$ cat src/hw/rtl/brf_pkg.sv
// ----------------------------------------------------------------------------
// brf_pkg
// shared types, constants and saturating fixed-point helpers of the root finder
// ----------------------------------------------------------------------------
package brf_pkg;

  localparam int DataW    = 64;
  localparam int FracW    = 32;
  localparam int EpsW     = 32;
  localparam int TolW     = 63;
  localparam int IterW    = 7;
  localparam int DivSteps = DataW + FracW;

  localparam logic signed [DataW-1:0] VMax = {1'b0, {(DataW-1){1'b1}}};
  localparam logic signed [DataW-1:0] VMin = {1'b1, {(DataW-1){1'b0}}};
  localparam logic signed [DataW-1:0] One  = DataW'(1) << FracW;

  typedef enum logic [1:0] {
    ST_EVAL  = 2'd0,
    ST_ROOT  = 2'd1,
    ST_NOBRK = 2'd2,
    ST_LIMIT = 2'd3
  } status_e;

  typedef enum logic [1:0] {
    CFG_TOL   = 2'd0,
    CFG_EPS   = 2'd1,
    CFG_MAXIT = 2'd2,
    CFG_NONE  = 2'd3
  } cfg_idx_e;

  typedef enum logic [5:0] {
    S_IDLE, S_SWAP_SIGN, S_SWAP_ABS, S_TOL_MUL, S_TOL_DBL, S_TOL_ADD, S_XM, S_CONV,
    S_DIV_S, S_SEC_A, S_SEC_MUL, S_SEC_Q,
    S_IQ_DIV_Q, S_IQ_DIV_R, S_IQ_A, S_IQ_M1, S_IQ_B, S_IQ_M2, S_IQ_C, S_IQ_D,
    S_IQ_M3, S_IQ_E, S_IQ_M4, S_IQ_F, S_IQ_M5, S_IQ_G, S_IQ_M6,
    S_SIGN, S_M_A, S_M_B, S_M_M1, S_M_M2, S_M_C, S_M_M3, S_DEC_A, S_DEC,
    S_DIV_STEP, S_FIN, S_EMIT
  } state_e;

  function automatic logic [DataW-1:0] mag(input logic signed [DataW-1:0] x);
    mag = x[DataW-1] ? DataW'(-x) : DataW'(x);
  endfunction

  function automatic logic signed [DataW-1:0] from_mag(input logic neg,
                                                       input logic [DataW-1:0] m,
                                                       input logic over);
    logic big;
    big = m[DataW-1] && !(neg && (m[DataW-2:0] == '0));
    if (over || big) from_mag = neg ? VMin : VMax;
    else             from_mag = neg ? -$signed(m) : $signed(m);
  endfunction

  function automatic logic signed [DataW-1:0] sat_addsub(input logic signed [DataW-1:0] a,
                                                         input logic signed [DataW-1:0] b,
                                                         input logic sub);
    logic signed [DataW:0] s;
    s = sub ? ({a[DataW-1], a} - {b[DataW-1], b}) : ({a[DataW-1], a} + {b[DataW-1], b});
    if (s[DataW] != s[DataW-1]) sat_addsub = s[DataW] ? VMin : VMax;
    else                        sat_addsub = s[DataW-1:0];
  endfunction

  function automatic logic signed [DataW-1:0] sabs(input logic signed [DataW-1:0] x);
    if (!x[DataW-1])    sabs = x;
    else if (x == VMin) sabs = VMax;
    else                sabs = -x;
  endfunction

  function automatic logic same_sign(input logic signed [DataW-1:0] x,
                                     input logic signed [DataW-1:0] y);
    same_sign = (x != '0) && (y != '0) && (x[DataW-1] == y[DataW-1]);
  endfunction

  function automatic logic signed [DataW-1:0] half(input logic signed [DataW-1:0] x);
    logic signed [DataW-1:0] t;
    t = x + DataW'(x[DataW-1]);
    half = t >>> 1;
  endfunction

endpackage

$ cat src/hw/rtl/brf_div.sv
// ----------------------------------------------------------------------------
// brf_div
// saturating fixed-point divider, restoring, one quotient bit per cycle
// ----------------------------------------------------------------------------
module brf_div (
  input  logic               clk_i,
  input  logic               rst_ni,
  input  logic               start_i,
  input  logic signed [63:0] a_i,
  input  logic signed [63:0] b_i,
  output logic               done_o,
  output logic signed [63:0] y_o
);
  import brf_pkg::*;

  logic                  busy_q, done_q, zero_q;
  logic [IterW-1:0]      cnt_q;
  logic [DivSteps-1:0]   num_q;
  logic [DataW-1:0]      rem_q, ub_q;
  logic                  neg_q;
  logic signed [DataW-1:0] zres_q;
  logic [DataW:0]        rem2, diff;
  logic                  ge;

  assign rem2 = {rem_q, num_q[DivSteps-1]};
  assign diff = rem2 - {1'b0, ub_q};
  assign ge   = rem2 >= {1'b0, ub_q};

  always_ff @(posedge clk_i or negedge rst_ni) begin
    if (!rst_ni) begin
      busy_q <= 1'b0;
      done_q <= 1'b0;
      cnt_q  <= '0;
    end else begin
      done_q <= 1'b0;
      if (start_i) begin
        cnt_q <= '0;
        if (b_i == '0) done_q <= 1'b1;
        else           busy_q <= 1'b1;
      end else if (busy_q) begin
        cnt_q <= cnt_q + IterW'(1);
        if (cnt_q == IterW'(DivSteps - 1)) begin
          busy_q <= 1'b0;
          done_q <= 1'b1;
        end
      end
    end
  end

  always_ff @(posedge clk_i) begin
    if (start_i) begin
      zero_q <= (b_i == '0);
      zres_q <= a_i[DataW-1] ? VMin : ((a_i == '0) ? '0 : VMax);
      ub_q   <= mag(b_i);
      num_q  <= {mag(a_i), {FracW{1'b0}}};
      rem_q  <= '0;
      neg_q  <= a_i[DataW-1] ^ b_i[DataW-1];
    end else if (busy_q) begin
      rem_q <= ge ? diff[DataW-1:0] : rem2[DataW-1:0];
      num_q <= {num_q[DivSteps-2:0], ge};
    end
  end

  assign done_o = done_q;
  assign y_o    = zero_q ? zres_q
                         : from_mag(neg_q, num_q[DataW-1:0], |num_q[DivSteps-1:DataW]);

endmodule

$ cat config.mk
export PLATFORM = sky130hd
export DESIGN_NAME = brf_div
export DESIGN_NICKNAME = d
export VERILOG_FILES = /design/src/hw/rtl/brf_pkg.sv /design/src/hw/rtl/brf_div.sv
export SDC_FILE = /design/constraint.sdc
export NUM_CORES = 1
export LEC_CHECK = 0
export ABC_AREA = 1
export ABC_CLOCK_PERIOD_IN_PS = 4400
export BUFFER_PORTS_ARGS = -buffer_cell sky130_fd_sc_hd__buf_2
export CORE_MARGIN = 2
export CORE_UTILIZATION = 62
export CTS_CLUSTER_SIZE = 12
export DETAILED_ROUTE_END_ITERATION = 16
export GPL_TIMING_DRIVEN = 1
export PLACE_DENSITY = 0.82
export SYNTH_ARGS = -nofsm -noshare
export SYNTH_HDL_FRONTEND = slang
export SYNTH_SLANG_ARGS = --single-unit
$ cat constraint.sdc
create_clock -name clk_i -period 4.4 [get_ports clk_i]
set_clock_uncertainty 0.15 [all_clocks]
set_input_delay 0.22 -clock clk_i [delete_from_list [all_inputs] [get_ports clk_i]]
set_output_delay 0.22 -clock clk_i [all_outputs]
set_load 0.005 [all_outputs]
# Word level (Yosys, flattened, before mapping)
# Cells that the tools add are included.
# classes
n_lt_le_gt_ge	1
bitwise_logic	1
n_reduce_logical	9
eq_ne	2
n_addsub	5
mux	20
# op_table
op	n
2-to-1 mux 64 bit	6
2-to-1 mux 96 bit	2
negator 64 bit	3
zero test 64 bit	2
2-to-1 mux 63 bit	2
>= comparator 65 x 64 -> 1 bit	1
subtractor 64 bit	1
zero test 63 bit	1
OR reduction 32 bit	1
2-to-1 mux 7 bit	2
2-to-1 mux 1 bit	8
adder 7 x 1 -> 7 bit (second input constant)	1
== test 7 bit (second input constant)	1
logical AND 1 bit	2
!= test 2 bit (second input constant)	1
nonzero test 2 bit	1
zero test 1 bit	1
logical OR 1 bit	1
bitwise XOR 1 bit	1
# totals
output_inout_bits	65
register_bits	299
inputBits	131

# Logic depth before layout (Yosys ltp)
# logic_depth
depth_word	7
depth_mapped	19
depth_no_buf	18

# Worst setup path before layout
# Ideal clock, no wire load.
# synth_path
path_type	input -> register
from	in start_i
to	reg num_q[32] (enable)
cell_stages	4
path_slack_ns	1.279
arrival_ns	2.517
required_ns	3.796
setup_time_ns	0.454
cell_sequence	clkbuf_1 nor2_1 clkinv_1 clkbuf_1
# synth_via
elab_chain_cells	1
# synth_lines
element	line_no	source
start, declared	brf_div.sv:8	input logic start_i,
nonzero test 2 bit (no source line)	n/a	
end signal, assigned	brf_div.sv:55	num_q <= {mag(a_i), {FracW{1'b0}}};
end signal, assigned	brf_div.sv:60	num_q <= {num_q[DivSteps-2:0], ge};
end, declared	brf_div.sv:18	logic [DivSteps-1:0] num_q;
# No other way between the ends.
# A chain may end at the register's enable or synchronous reset.

# Worst setup path in the final report
# layout_path
from	reg num_q[0]
to	out y_o[6]
# layout_via
elab_chain_cells	7
# layout_lines
element	line_no	source
branches (longest 5 deep; another with negator 64 bit)	n/a	
2-to-1 mux 64 bit (*)	brf_pkg.sv:50	if (over || big) from_mag = neg ? VMin : VMax;
2-to-1 mux 64 bit (*)	brf_div.sv:65	assign y_o = zero_q ? zres_q
end, declared	brf_div.sv:12	output logic signed [63:0] y_o
# Every way passes the cells marked *.

==> impl_metrics.tcl <==
set metrics [dict create \
    worstPathMaxFanout 35 \
    fin_setup_tns_ns 0 \
    grt_pass1_vias 23500 \
    areaGrowthSynthToFinish_pct 13.8 \
    viasPerCell 5.72 \
    drv_slew 0 \
    place_area_sq_um 23600 \
    synth-edff-count 132 \
    hold_viol_final 0 \
    worst-path-buf-inv 4 \
    syn_avg_cell_area_sq_um 5.98 \
    final_antenna_net_count 0 \
    synth_top_area_share 0.203 \
    cts_buffer_depth 3 \
    ys_ff_latch 237 \
    fin_area_sq_um 25500 \
    path_clk_slew_ns 0.07 \
    die_x_um 194 \
    crit_slowest_cell "inv_2" \
    wl_per_cell_um 17.6 \
    cp_cell_sequence "inv_1, ha_1, nand2_1, nor2_1, nand2_1, nor2_1, nand3_1, nand2_1, nand2_2, nand2_1, nand2_1, inv_2, buf_4, a21oi_1, buf_2" \
    status "complete, no violations" \
    clock-sinks 237 \
    startpoint "num_q[0]" \
    netlist_top_cells_area "nand2_1 20%, edfxtp_1 18%, inv_1 10%" \
    place_inst 4316 \
    nets 4178 \
    clk_latency_ns 0.59 \
    hpwl_mm 60.9 \
    drc 0 \
    max_stage_delay_ns 0.39 \
    core_sq_um 35600 \
    cts_setup_buffers 0 \
    cts_tree "done" \
    numCtsBuffers 28 \
    drt_iter0_markers 2878 \
    ys_types 55 \
    drt_wl_total_mm 78.6 \
    cts_max_level 1 \
    firstDrtPassIters 6 \
    seqPwrFrac 0.402 \
    cp_data_arrival_time_ns 3.62 \
    grt_remaining_overflow 0 \
    seq_area_frac_synth 0.273 \
    fin_crit_sh 0.906 \
    p_per_area_nw_per_um2 254 \
    switching_power_mw 2.08 \
    end_kind "output pin" \
    grt_pass1_wl_mm 124 \
    slew_headroom 0.175 \
    max_freq_mhz 251 \
    synth.net_count 3943 \
    combPwrFrac 0.231 \
    min-delay-start "a_i[4]" \
    place_congestion 1.08 \
    synthArstFlopShare 0.0380 \
    dieArea_sq_um 37600 \
    syn-cell-area_sq_um 22400 \
    cap_violations 0 \
    setup_viol 0 \
    grt_setup_unrepaired "no" \
    antenna_found_initial 7 \
    grt_max_degree 102 \
    irDropWorstVdd_mv 0.346 \
    p_leak_nw 12.8 \
    rows 69 \
    crit_type "reg -> out" \
    yosys_most_used_dff "edfxtp_1" \
    die_h_um 194 \
    crit_top_cell "nand2_1" \
    crit_family "buffers and inverters" \
    critPathRequiredTime_ns 4.03 \
    start_util 0.629 \
    final.min_clock_period_ns 3.99 \
    ys.warnings.count 0 \
    netlist_instances 3743 \
    cts_root_buf "clkbuf_16" \
    layout-drive-gt1-share 0.0810 \
    r2r_start "ub_q[8]" \
    grt_usage 0.409 \
    hold_path.class "in -> reg" \
    via_count 25500 \
    yosys.area.top_type "nand2_1" \
    ios 196 \
    p_int_mw 4.38 \
    pwr-share-clk 0.367 \
    startpoint_type "flop" \
    io_buffers 195 \
    worstMarginPinSlew_ns 1.24 \
    switching_share 0.322 \
    fin_cells 4464 \
]
-- layer usage --
layer / wire length [um] / GRT usage / part of all wire / vias up
li1: - / - / - / 12300
met1: 32300 / 0.563 / 0.41 / 11400
met2: 34000 / 0.643 / 0.43 / 1492
met3: 8400 / 0.0651 / 0.11 / 262
met4: 3890 / 0.168 / 0.050 / 4
met5: 19 / 0 / 0.00024 / -
-- tightest hold or removal path, cell delays in order --
cell     delay (ns)
buf_2          0.11
a21oi_1        0.15
o32ai_1        0.11
-- final timing paths --
| check | slack (ns) | depth (start not counted) | to |
|---|---|---|---|
| setup / recovery | 0.41 | 15 | y_o[6] |
| hold / removal | 0.03 | 3 | num_q[36] |
| setup reg to reg | 0.94 | 14 | rem_q[51] |
| hold reg to reg | 0.32 | 2 | rem_q[59] |
| max in group asynchronous | 3.34 | 3 | done_o |
| min in group asynchronous | 0.47 | 3 | cnt_q[5] |
-- area by class of cell --
type | count | area, sq um
fill | 3185 | 10100
inverter | 633 | 2380
tap | 461 | 577
clock inverter | 15 | 160
multi-input combinational | 2772 | 13400
antenna | 4 | 10.0
timing repair buffer | 306 | 2070
sequential | 237 | 6110
clock buffer | 36 | 771
-- power groups by stage --
stage               registers, mW  clock network [mW]  logic (mW)
CTS                          2.59                2.37        1.44
floorplan                    2.60                   0       0.907
finish                       2.60                2.37        1.49
detailed placement           2.64                   0        1.36
global route                 2.61                2.47        1.63
global placement             2.63                   0        1.36
-- cell families after synthesis --
family,count (synthesis),share of synthesized area
flip-flops,237,0.273
buffers and inverters,734,0.129
XOR/XNOR,142,0.0556
AO/OA/AOI/OAI,414,0.0987
AND/OR/NAND/NOR,2146,0.404
adder cells (fa/ha/maj),69,0.0389
multiplexers,1,0.000447
-- Yosys cell counts, types with 7 or more instances --
| cell type | instances |
|---|---|
| o21bai_1 | 8 |
| nand2_2 | 12 |
| clkbuf_1 | 67 |
| o21ai_1 | 35 |
| ha_1 | 68 |
| buf_6 | 7 |
| o22ai_1 | 46 |
| dfrtp_1 | 9 |
| xnor2_1 | 33 |
| buf_1 | 7 |
| inv_2 | 16 |
| nor3_1 | 60 |
| nor2_2 | 17 |
| o21ai_0 | 135 |
| a21oi_1 | 169 |
| buf_4 | 14 |
| inv_1 | 612 |
| nand3_1 | 266 |
| dfxtp_1 | 96 |
| nor2_1 | 423 |
| nand2_1 | 1209 |
| nand4_1 | 68 |
| edfxtp_1 | 132 |
| xor2_1 | 109 |
| nor4_1 | 21 |
| nand3b_1 | 41 |
-- per-stage QoR --
step                utilization  hold slack (ns)  worst slack [ns]  total power, mW
finish                    0.716           0.0279             0.413             6.46
global route              0.716           0.0234             0.139             6.71
CTS                       0.716          0.00689             0.475             6.40
detailed placement        0.664          -0.0723              1.09             4.00
global placement          0.664          -0.0745              1.15             3.99
floorplan                     -           -0.226              1.28             3.51
-- sequential cells by signal (all words and copies together) (netlist names) --
| signal | count |
|---|---|
| num_q | 96 |
| rem_q | 64 |
| ub_q | 64 |
| cnt_q | 7 |
| zres_q | 2 |
| busy_q | 1 |
| done_o | 1 |
| neg_q | 1 |
| zero_q | 1 |
-- cell usage in the layout (no fill, tap or decap), types with 6 or more instances in the layout --
master / n
clkbuf_16: 28
nand2_1: 1209
nor3_1: 60
a21oi_1: 169
nand2_2: 12
buf_4: 17
ha_1: 68
nand4_1: 68
buf_2: 194
dfrtp_1: 9
o21ai_1: 35
inv_1: 612
o21bai_1: 8
nand3_1: 266
xor2_1: 109
o22ai_1: 46
nor4_1: 21
dlygate4sd3_1: 93
nor2_2: 18
nor2_1: 420
o21ai_0: 135
dfxtp_1: 96
clkinv_1: 6
edfxtp_1: 132
xnor2_1: 33
nor2_4: 7
nand3b_1: 41
clkinv_2: 6
inv_2: 16
-- timing repair --
item                                   CTS  global route
hold buffers                            93             0
resized for setup                        0             0
endpoints found under the hold margin  100             0
No activity file was read; power rests on OpenSTA's default activity.
