==> src/hw/rtl/brf_pkg.sv <==
// ----------------------------------------------------------------------------
// brf_pkg
// shared types, constants and saturating fixed-point helpers of the root finder
// ----------------------------------------------------------------------------
package brf_pkg;

  localparam int DataW    = 64;
  localparam int FracW    = 32;
  localparam int EpsW     = 32;
  localparam int TolW     = 63;
  localparam int IterW    = 7;
  localparam int DivSteps = DataW + FracW;

  localparam logic signed [DataW-1:0] VMax = {1'b0, {(DataW-1){1'b1}}};
  localparam logic signed [DataW-1:0] VMin = {1'b1, {(DataW-1){1'b0}}};
  localparam logic signed [DataW-1:0] One  = DataW'(1) << FracW;

  typedef enum logic [1:0] {
    ST_EVAL  = 2'd0,
    ST_ROOT  = 2'd1,
    ST_NOBRK = 2'd2,
    ST_LIMIT = 2'd3
  } status_e;

  typedef enum logic [1:0] {
    CFG_TOL   = 2'd0,
    CFG_EPS   = 2'd1,
    CFG_MAXIT = 2'd2,
    CFG_NONE  = 2'd3
  } cfg_idx_e;

  typedef enum logic [5:0] {
    S_IDLE, S_SWAP_SIGN, S_SWAP_ABS, S_TOL_MUL, S_TOL_DBL, S_TOL_ADD, S_XM, S_CONV,
    S_DIV_S, S_SEC_A, S_SEC_MUL, S_SEC_Q,
    S_IQ_DIV_Q, S_IQ_DIV_R, S_IQ_A, S_IQ_M1, S_IQ_B, S_IQ_M2, S_IQ_C, S_IQ_D,
    S_IQ_M3, S_IQ_E, S_IQ_M4, S_IQ_F, S_IQ_M5, S_IQ_G, S_IQ_M6,
    S_SIGN, S_M_A, S_M_B, S_M_M1, S_M_M2, S_M_C, S_M_M3, S_DEC_A, S_DEC,
    S_DIV_STEP, S_FIN, S_EMIT
  } state_e;

  function automatic logic [DataW-1:0] mag(input logic signed [DataW-1:0] x);
    mag = x[DataW-1] ? DataW'(-x) : DataW'(x);
  endfunction

  function automatic logic signed [DataW-1:0] from_mag(input logic neg,
                                                       input logic [DataW-1:0] m,
                                                       input logic over);
    logic big;
    big = m[DataW-1] && !(neg && (m[DataW-2:0] == '0));
    if (over || big) from_mag = neg ? VMin : VMax;
    else             from_mag = neg ? -$signed(m) : $signed(m);
  endfunction

  function automatic logic signed [DataW-1:0] sat_addsub(input logic signed [DataW-1:0] a,
                                                         input logic signed [DataW-1:0] b,
                                                         input logic sub);
    logic signed [DataW:0] s;
    s = sub ? ({a[DataW-1], a} - {b[DataW-1], b}) : ({a[DataW-1], a} + {b[DataW-1], b});
    if (s[DataW] != s[DataW-1]) sat_addsub = s[DataW] ? VMin : VMax;
    else                        sat_addsub = s[DataW-1:0];
  endfunction

  function automatic logic signed [DataW-1:0] sabs(input logic signed [DataW-1:0] x);
    if (!x[DataW-1])    sabs = x;
    else if (x == VMin) sabs = VMax;
    else                sabs = -x;
  endfunction

  function automatic logic same_sign(input logic signed [DataW-1:0] x,
                                     input logic signed [DataW-1:0] y);
    same_sign = (x != '0) && (y != '0) && (x[DataW-1] == y[DataW-1]);
  endfunction

  function automatic logic signed [DataW-1:0] half(input logic signed [DataW-1:0] x);
    logic signed [DataW-1:0] t;
    t = x + DataW'(x[DataW-1]);
    half = t >>> 1;
  endfunction

endpackage

==> src/hw/rtl/brf_mul.sv <==
// ----------------------------------------------------------------------------
// brf_mul
// saturating fixed-point multiplier, one 32x32 partial product per cycle
// ----------------------------------------------------------------------------
module brf_mul (
  input  logic                     clk_i,
  input  logic                     rst_ni,
  input  logic                     start_i,
  input  logic signed [63:0]       a_i,
  input  logic signed [63:0]       b_i,
  output logic                     done_o,
  output logic signed [63:0]       y_o
);
  import brf_pkg::*;

  localparam int HalfW = DataW / 2;

  logic             busy_q, done_q;
  logic [1:0]       cnt_q;
  logic [DataW-1:0] ua_q, ub_q;
  logic             neg_q;
  logic [2*DataW-1:0] acc_q, addend;
  logic [HalfW-1:0] ah, bh;
  logic [DataW-1:0] pp;

  assign ah = cnt_q[0] ? ua_q[DataW-1:HalfW] : ua_q[HalfW-1:0];
  assign bh = cnt_q[1] ? ub_q[DataW-1:HalfW] : ub_q[HalfW-1:0];
  assign pp = ah * bh;

  always_comb begin
    case ({1'b0, cnt_q[0]} + {1'b0, cnt_q[1]})
      2'd0:    addend = {{DataW{1'b0}}, pp};
      2'd1:    addend = {{HalfW{1'b0}}, pp, {HalfW{1'b0}}};
      default: addend = {pp, {DataW{1'b0}}};
    endcase
  end

  always_ff @(posedge clk_i or negedge rst_ni) begin
    if (!rst_ni) begin
      busy_q <= 1'b0;
      done_q <= 1'b0;
      cnt_q  <= '0;
    end else begin
      done_q <= 1'b0;
      if (start_i) begin
        busy_q <= 1'b1;
        cnt_q  <= '0;
      end else if (busy_q) begin
        cnt_q <= cnt_q + 2'd1;
        if (cnt_q == 2'd3) begin
          busy_q <= 1'b0;
          done_q <= 1'b1;
        end
      end
    end
  end

  always_ff @(posedge clk_i) begin
    if (start_i) begin
      ua_q  <= mag(a_i);
      ub_q  <= mag(b_i);
      neg_q <= a_i[DataW-1] ^ b_i[DataW-1];
      acc_q <= '0;
    end else if (busy_q) begin
      acc_q <= acc_q + addend;
    end
  end

  assign done_o = done_q;
  assign y_o    = from_mag(neg_q, acc_q[DataW+FracW-1:FracW], |acc_q[2*DataW-1:DataW+FracW]);

endmodule

==> config.mk <==
export PLATFORM = sky130hd
export DESIGN_NAME = brf_mul
export DESIGN_NICKNAME = d
export VERILOG_FILES = /design/src/hw/rtl/brf_pkg.sv /design/src/hw/rtl/brf_mul.sv
export SDC_FILE = /design/constraint.sdc
export NUM_CORES = 2
export LEC_CHECK = 0
export BUFFER_PORTS_ARGS = -buffer_cell sky130_fd_sc_hd__buf_2
export CAP_MARGIN = 40
export CORE_ASPECT_RATIO = 1.25
export CORE_MARGIN = 2
export CORE_UTILIZATION = 50
export DETAILED_ROUTE_END_ITERATION = 10
export HOLD_SLACK_MARGIN = 0.03
export PLACE_DENSITY = 0.72
export SLEW_MARGIN = 0
export SYNTH_ARGS = -nofsm -noshare
export SYNTH_HDL_FRONTEND = slang
export SYNTH_SLANG_ARGS = --single-unit
==> constraint.sdc <==
create_clock -name clk_i -period 13.9 [get_ports clk_i]
set_input_delay 2.78 -clock clk_i [delete_from_list [all_inputs] [get_ports clk_i]]
set_output_delay 2.78 -clock clk_i [all_outputs]
set_load 0.01 [all_outputs]
# Yosys cells after proc, flatten, opt, wreduce, memory -nomap -nowiden
# Index checks and enable logic that the tools add are counted.
[word_totals]
reg_bits = 261
input_bits = 131
output_inout_bits = 65
elab_cells = 43
[classes]
n_addsub = 6
mul = 1
n_eq_ne = 2
muxes = 16
n_bitwise = 1
reduce_logical = 8
[ops]
columns = ["cell", "count"]
rows = [
  ["case mux 128 bit (2 select lines)", 1],
  ["2-to-1 mux 64 bit", 3],
  ["negation 64 bit", 3],
  ["adder 128 bit", 1],
  ["2-to-1 mux 63 bit", 2],
  ["multiplier 32 x 32 -> 64 bit", 1],
  ["2-to-1 mux 32 bit", 2],
  ["logical NOT 63 bit", 1],
  ["OR reduction 32 bit", 1],
  ["2-to-1 mux 1 bit", 6],
  ["2-to-1 mux 2 bit", 2],
  ["adder 1 x 1 -> 2 bit", 1],
  ["adder 2 x 1 -> 2 bit, second input constant", 1],
  ["equality test 2 x 1 -> 1 bit, second input constant", 1],
  ["equality test 2 bit, second input constant", 1],
  ["logical AND 1 bit", 2],
  ["logical NOT 2 bit", 1],
  ["nonzero test 2 bit", 1],
  ["logical NOT 1 bit", 1],
  ["logical OR 1 bit", 1],
  ["XOR 1 bit", 1],
]

# Logic depth before layout (Yosys ltp)
[logic_depth]
word_depth = 6
mapped_depth = 48
ltp_nobuf = 42

# Least setup slack after synthesis
# No wires, ideal clock.
[synth_timing]
kind = "reg2reg"
startpoint = "register cnt_q[0]"
endpoint = "register acc_q[124]"
setup_ps = 117
arrival_ps = 11884
path_slack_ps = 1898
stages_incl_launch_ff = 47
path_buffers = 6
synth_period_minus_slack_ps = 12002
path_cell_list = "dfrtp_1 > clkbuf_1 > clkbuf_1 > buf_1 > mux2i_1 > clkbuf_1 > nor2_1 > fa_1 > inv_1 > fa_1 > inv_1 > fa_1 > inv_1 > fa_1 > inv_1 > fa_1 > fa_1 > fa_1 > [... 11 more ...] > o21ai_0 > a31oi_1 > xor2_1 > o21ai_0 > ha_1 > clkbuf_1 > nand4_1 > nor2_1 > nand3_1 > o22ai_1 > a211oi_1 > o21ai_0 > a21oi_1 > a2111o_1 > a211o_1 > a2111oi_0 > o21ai_0 > a32o_1"
[synth_via]
elab_chain_cells = 4
[synth_lines]
columns = ["element", "line", "source"]
rows = [
  ["start, declared", "brf_mul.sv:19", "logic [1:0] cnt_q;"],
  ["start signal, assigned", "brf_mul.sv:49", "cnt_q <= cnt_q + 2'd1;"],
  ["2-to-1 mux 32 bit or adder 1 x 1 -> 2 bit (tied branches)", "brf_mul.sv:26, brf_mul.sv:31", ""],
  ["multiplier 32 x 32 -> 64 bit, or another cell as far along", "brf_mul.sv:28", "assign pp = ah * bh;"],
  ["case mux 128 bit (2 select lines) (*)", "brf_mul.sv:31", "case ({1'b0, cnt_q[0]} + {1'b0, cnt_q[1]})"],
  ["adder 128 bit (*)", "brf_mul.sv:65", "acc_q <= acc_q + addend;"],
  ["end signal, assigned", "brf_mul.sv:65", ""],
  ["end, declared", "brf_mul.sv:22", "logic [2*DataW-1:0] acc_q, addend;"],
]
# Mark *: on every way between the ends. The rest lies on a longest branch, timed or not.
# A chain may end at the register's enable or synchronous reset.

# Worst setup path in the final report
[layout_timing]
startpoint = "register cnt_q[1]"
endpoint = "register acc_q[96]"
[layout_via]
elab_chain_cells = 4
[layout_lines]
columns = ["element", "line"]
rows = [
  ["2-to-1 mux 32 bit or adder 1 x 1 -> 2 bit (tied branches)", "brf_mul.sv:27, brf_mul.sv:31"],
  ["multiplier 32 x 32 -> 64 bit, or another cell as far along", "brf_mul.sv:28"],
  ["case mux 128 bit (2 select lines) (*)", "brf_mul.sv:31"],
  ["adder 128 bit (*)", "brf_mul.sv:65"],
]
# Marked as above.

==> results.cfg <==
[grt]
grt_first_pass_wirelength_mm = 297
grt_pass1_vias = 49500
overflow = 0
antenna_found_initial = 4
track_usage_pct = 34.9
grt_max_degree = 79

[setup_path]
worstReg2RegEnd = acc_q[96]
start_kind = register
endpoint_kind = register
r2r_cells = 39
max_stage_delay_ps = 730
cpMostUsedCell = fa_1
crit_type = reg -> reg
critical_path_required_ps = 14430
r2r_slack_ps = 600
critPathMaxFanout = 23
cpMaxStageDelayCell = dfrtp_4
timing.rr.start = cnt_q[1]
worstPathArrival_ps = 13830

[routing]
wire_per_inst_um = 24.4
drc_errors = 0
wl_mm = 199
first_pass_iters = 6
ant_nets = 0
drt_iter0_markers = 4651
num_vias = 49500
vias_per_cell = 6.08

[die]
fp.dieArea_um2 = 113000
die_w_um = 301
dieHeight_um = 375
ioPinCount = 196
initial_core_util_pct = 50.3
core-area_um2 = 110000
row_count = 136

[timing]
tightest_slew_ps = 1020
fin_skew_ps = 33.2
slew_violations = 0
period_minus_slack_ps = 13300
slew_headroom_pct = 31.2
fmaxAchievable_mhz = 75.2
hold_viol = 0
post-route-period-util_pct = 95.7
setup_viol = 0

[synth]
syn_area_um2 = 55200
syn_inst = 6594
synth_ff_type = edfxtp_1
ys.warnings.count = 0
post_synth.cell_area_avg_um2 = 8.37
postSynth.asyncResetShare_pct = 1.53
synth_fp_nets = 8017
synth_edf_count = 129
yosysTopAreaCell = fa_1
yosys.cell_types.count = 79
ys_seq_area_share_pct = 11.8
ys_seq_elements = 261
yosysTopAreaCellShare_pct = 32.5
yosys-top-cells-area = fa_1 33%, ha_1 9.0%, edfxtp_1 7.0%, inv_1 6.3%, nor2_1 5.9%

[final_layout]
postLayoutCoreUtil_pct = 54.3
final_nets = 8093
drive_above_1_share_pct = 8.72
areaGrowthSynthToFinish_pct = 7.97

[clock_tree]
clock_latency_ps = 650
cts_hold_buf = 0
clock-sinks = 261
cts.reportedPaths.clkPinSlew_ps = 70
cts_root_buffer = clkbuf_16
clock_tree.buffer_depth = 3
cts_tree = done
cts_max_level = 1
cts_buffers = 31

[place]
numPortBuffers = 195
place_congestion = 1.02
dpl.hpwl_mm = 162

[outcome]
status = complete, no violations

[min_path]
min_to = acc_q[4]
hp-class = reg -> reg
hp-start = acc_q[4]
hold_depth = 2

[run]
cap_violations = 0
-- what timing repair did --
action,4_1_cts,5_1_grt
setup endpoints to repair,0,2
setup buffers,0,4
gates resized for setup,0,1
-- cells by family after synthesis --
| logic type | Yosys count | synth area share [%] |
|---|---|---|
| simple gates | 2143 | 16.7 |
| compound gates | 1151 | 13.2 |
| fa+ha+maj | 1292 | 41.5 |
| mux | 183 | 3.46 |
| buf+inv | 1266 | 8.61 |
| flops | 261 | 11.8 |
| xor+xnor | 298 | 4.73 |
-- worst max-delay path by stage --
stage | end | cells past startpoint | from
2_1_floorplan | acc_q[124] | 46 | cnt_q[0]
3_5_place_dp | acc_q[124] | 40 | cnt_q[0]
6_report | acc_q[96] | 39 | cnt_q[1]
3_3_place_gp | acc_q[96] | 40 | cnt_q[0]
4_1_cts | acc_q[124] | 40 | cnt_q[0]
5_1_grt | acc_q[124] | 40 | cnt_q[1]
-- area by class of cell --
cell class,count,area (um2)
fill,10300,50200
multi-input combinational,5067,44100
sequential,261,6550
inverter,925,3470
timing repair buffer,384,2510
tap,1449,1810
clock buffer,39,867
clock inverter,19,277
antenna,3,7.51
-- cell usage after synthesis (25+ instances only) --
| cell type | instances |
|---|---|
| mux2_2 | 54 |
| or3_1 | 37 |
| nor3_1 | 66 |
| fa_1 | 897 |
| nand3_1 | 56 |
| clkbuf_1 | 322 |
| edfxtp_1 | 129 |
| nand2b_1 | 34 |
| nor4_1 | 38 |
| or4_1 | 26 |
| a31oi_1 | 36 |
| dfxtp_1 | 128 |
| o31ai_1 | 64 |
| xnor2_1 | 224 |
| a21o_1 | 124 |
| inv_1 | 923 |
| nand2_1 | 787 |
| xor2_1 | 74 |
| nand4_1 | 75 |
| nor2b_1 | 32 |
| nor2_1 | 869 |
| ha_1 | 395 |
| o21a_1 | 31 |
| o41ai_1 | 25 |
| mux2i_1 | 120 |
| o21ai_0 | 271 |
| o21bai_1 | 54 |
| and2_1 | 57 |
| a21oi_1 | 352 |
-- placed cells by master (no fill, tap or decap), types with 19 or more instances in the layout --
cell / instances
and3_1: 19
and2_1: 57
a21oi_1: 352
dfxtp_1: 128
o31ai_1: 64
o21bai_1: 54
nand4_1: 75
buf_4: 182
a31oi_1: 36
clkbuf_16: 32
o21ai_0: 271
nand2b_1: 34
mux2i_1: 80
fa_1: 897
a21o_1: 124
or4_1: 26
nor4_1: 38
xor2_1: 74
mux2i_2: 37
xnor2_1: 224
inv_1: 923
nand3_1: 56
nor3_1: 66
or2_2: 24
edfxtp_1: 129
ha_1: 395
o41ai_1: 25
or3_1: 37
nor2_1: 867
mux2_2: 54
nor2b_1: 30
o21a_1: 31
nand2_1: 787
buf_2: 194
-- registers in the layout (all words and copies together) (netlist names) --
signal	cells
busy_q	1
ua_q	64
ub_q	64
acc_q	128
done_o	1
neg_q	1
cnt_q	2
-- metrics by stage --
step                      TNS, ps  area (um2)  setup WS [ps]  std cells  hold slack (ps)
after floorplan                 0       55200           1900       6594              445
after global placement          0       58200            826       8074              454
after detailed placement        0       58400            706       8082              471
after global routing        -7.97       59600          -7.97       8144              496
after CTS                       0       59500            628       8140              479
final                           0       59600            599       8147              479
-- worst max-delay path, delay by kind of cell, from the launching register on --
| kind | cells | cell delay, ps |
|---|---|---|
| adder cells (fa/ha/maj) | 10 | 4900 |
| multiplexers | 1 | 300 |
| AND/OR/NAND/NOR | 7 | 1690 |
| XOR/XNOR | 1 | 440 |
| buffers and inverters | 5 | 820 |
| AO/OA/AOI/OAI | 15 | 4290 |
| flip-flops | 1 | 730 |
-- layer usage --
metal	global-route usage, %	share of wire, %	vias to the layer above
met5	0	0.021	-
li1	-	-	21600
met2	54.7	45	2587
met4	21.3	7.4	6
met3	6.65	9.9	661
met1	44.5	37	24600
Power is left out: the tool's default activity adds up to more than one toggle a clock period on the data nets, which glitch-free logic cannot reach.
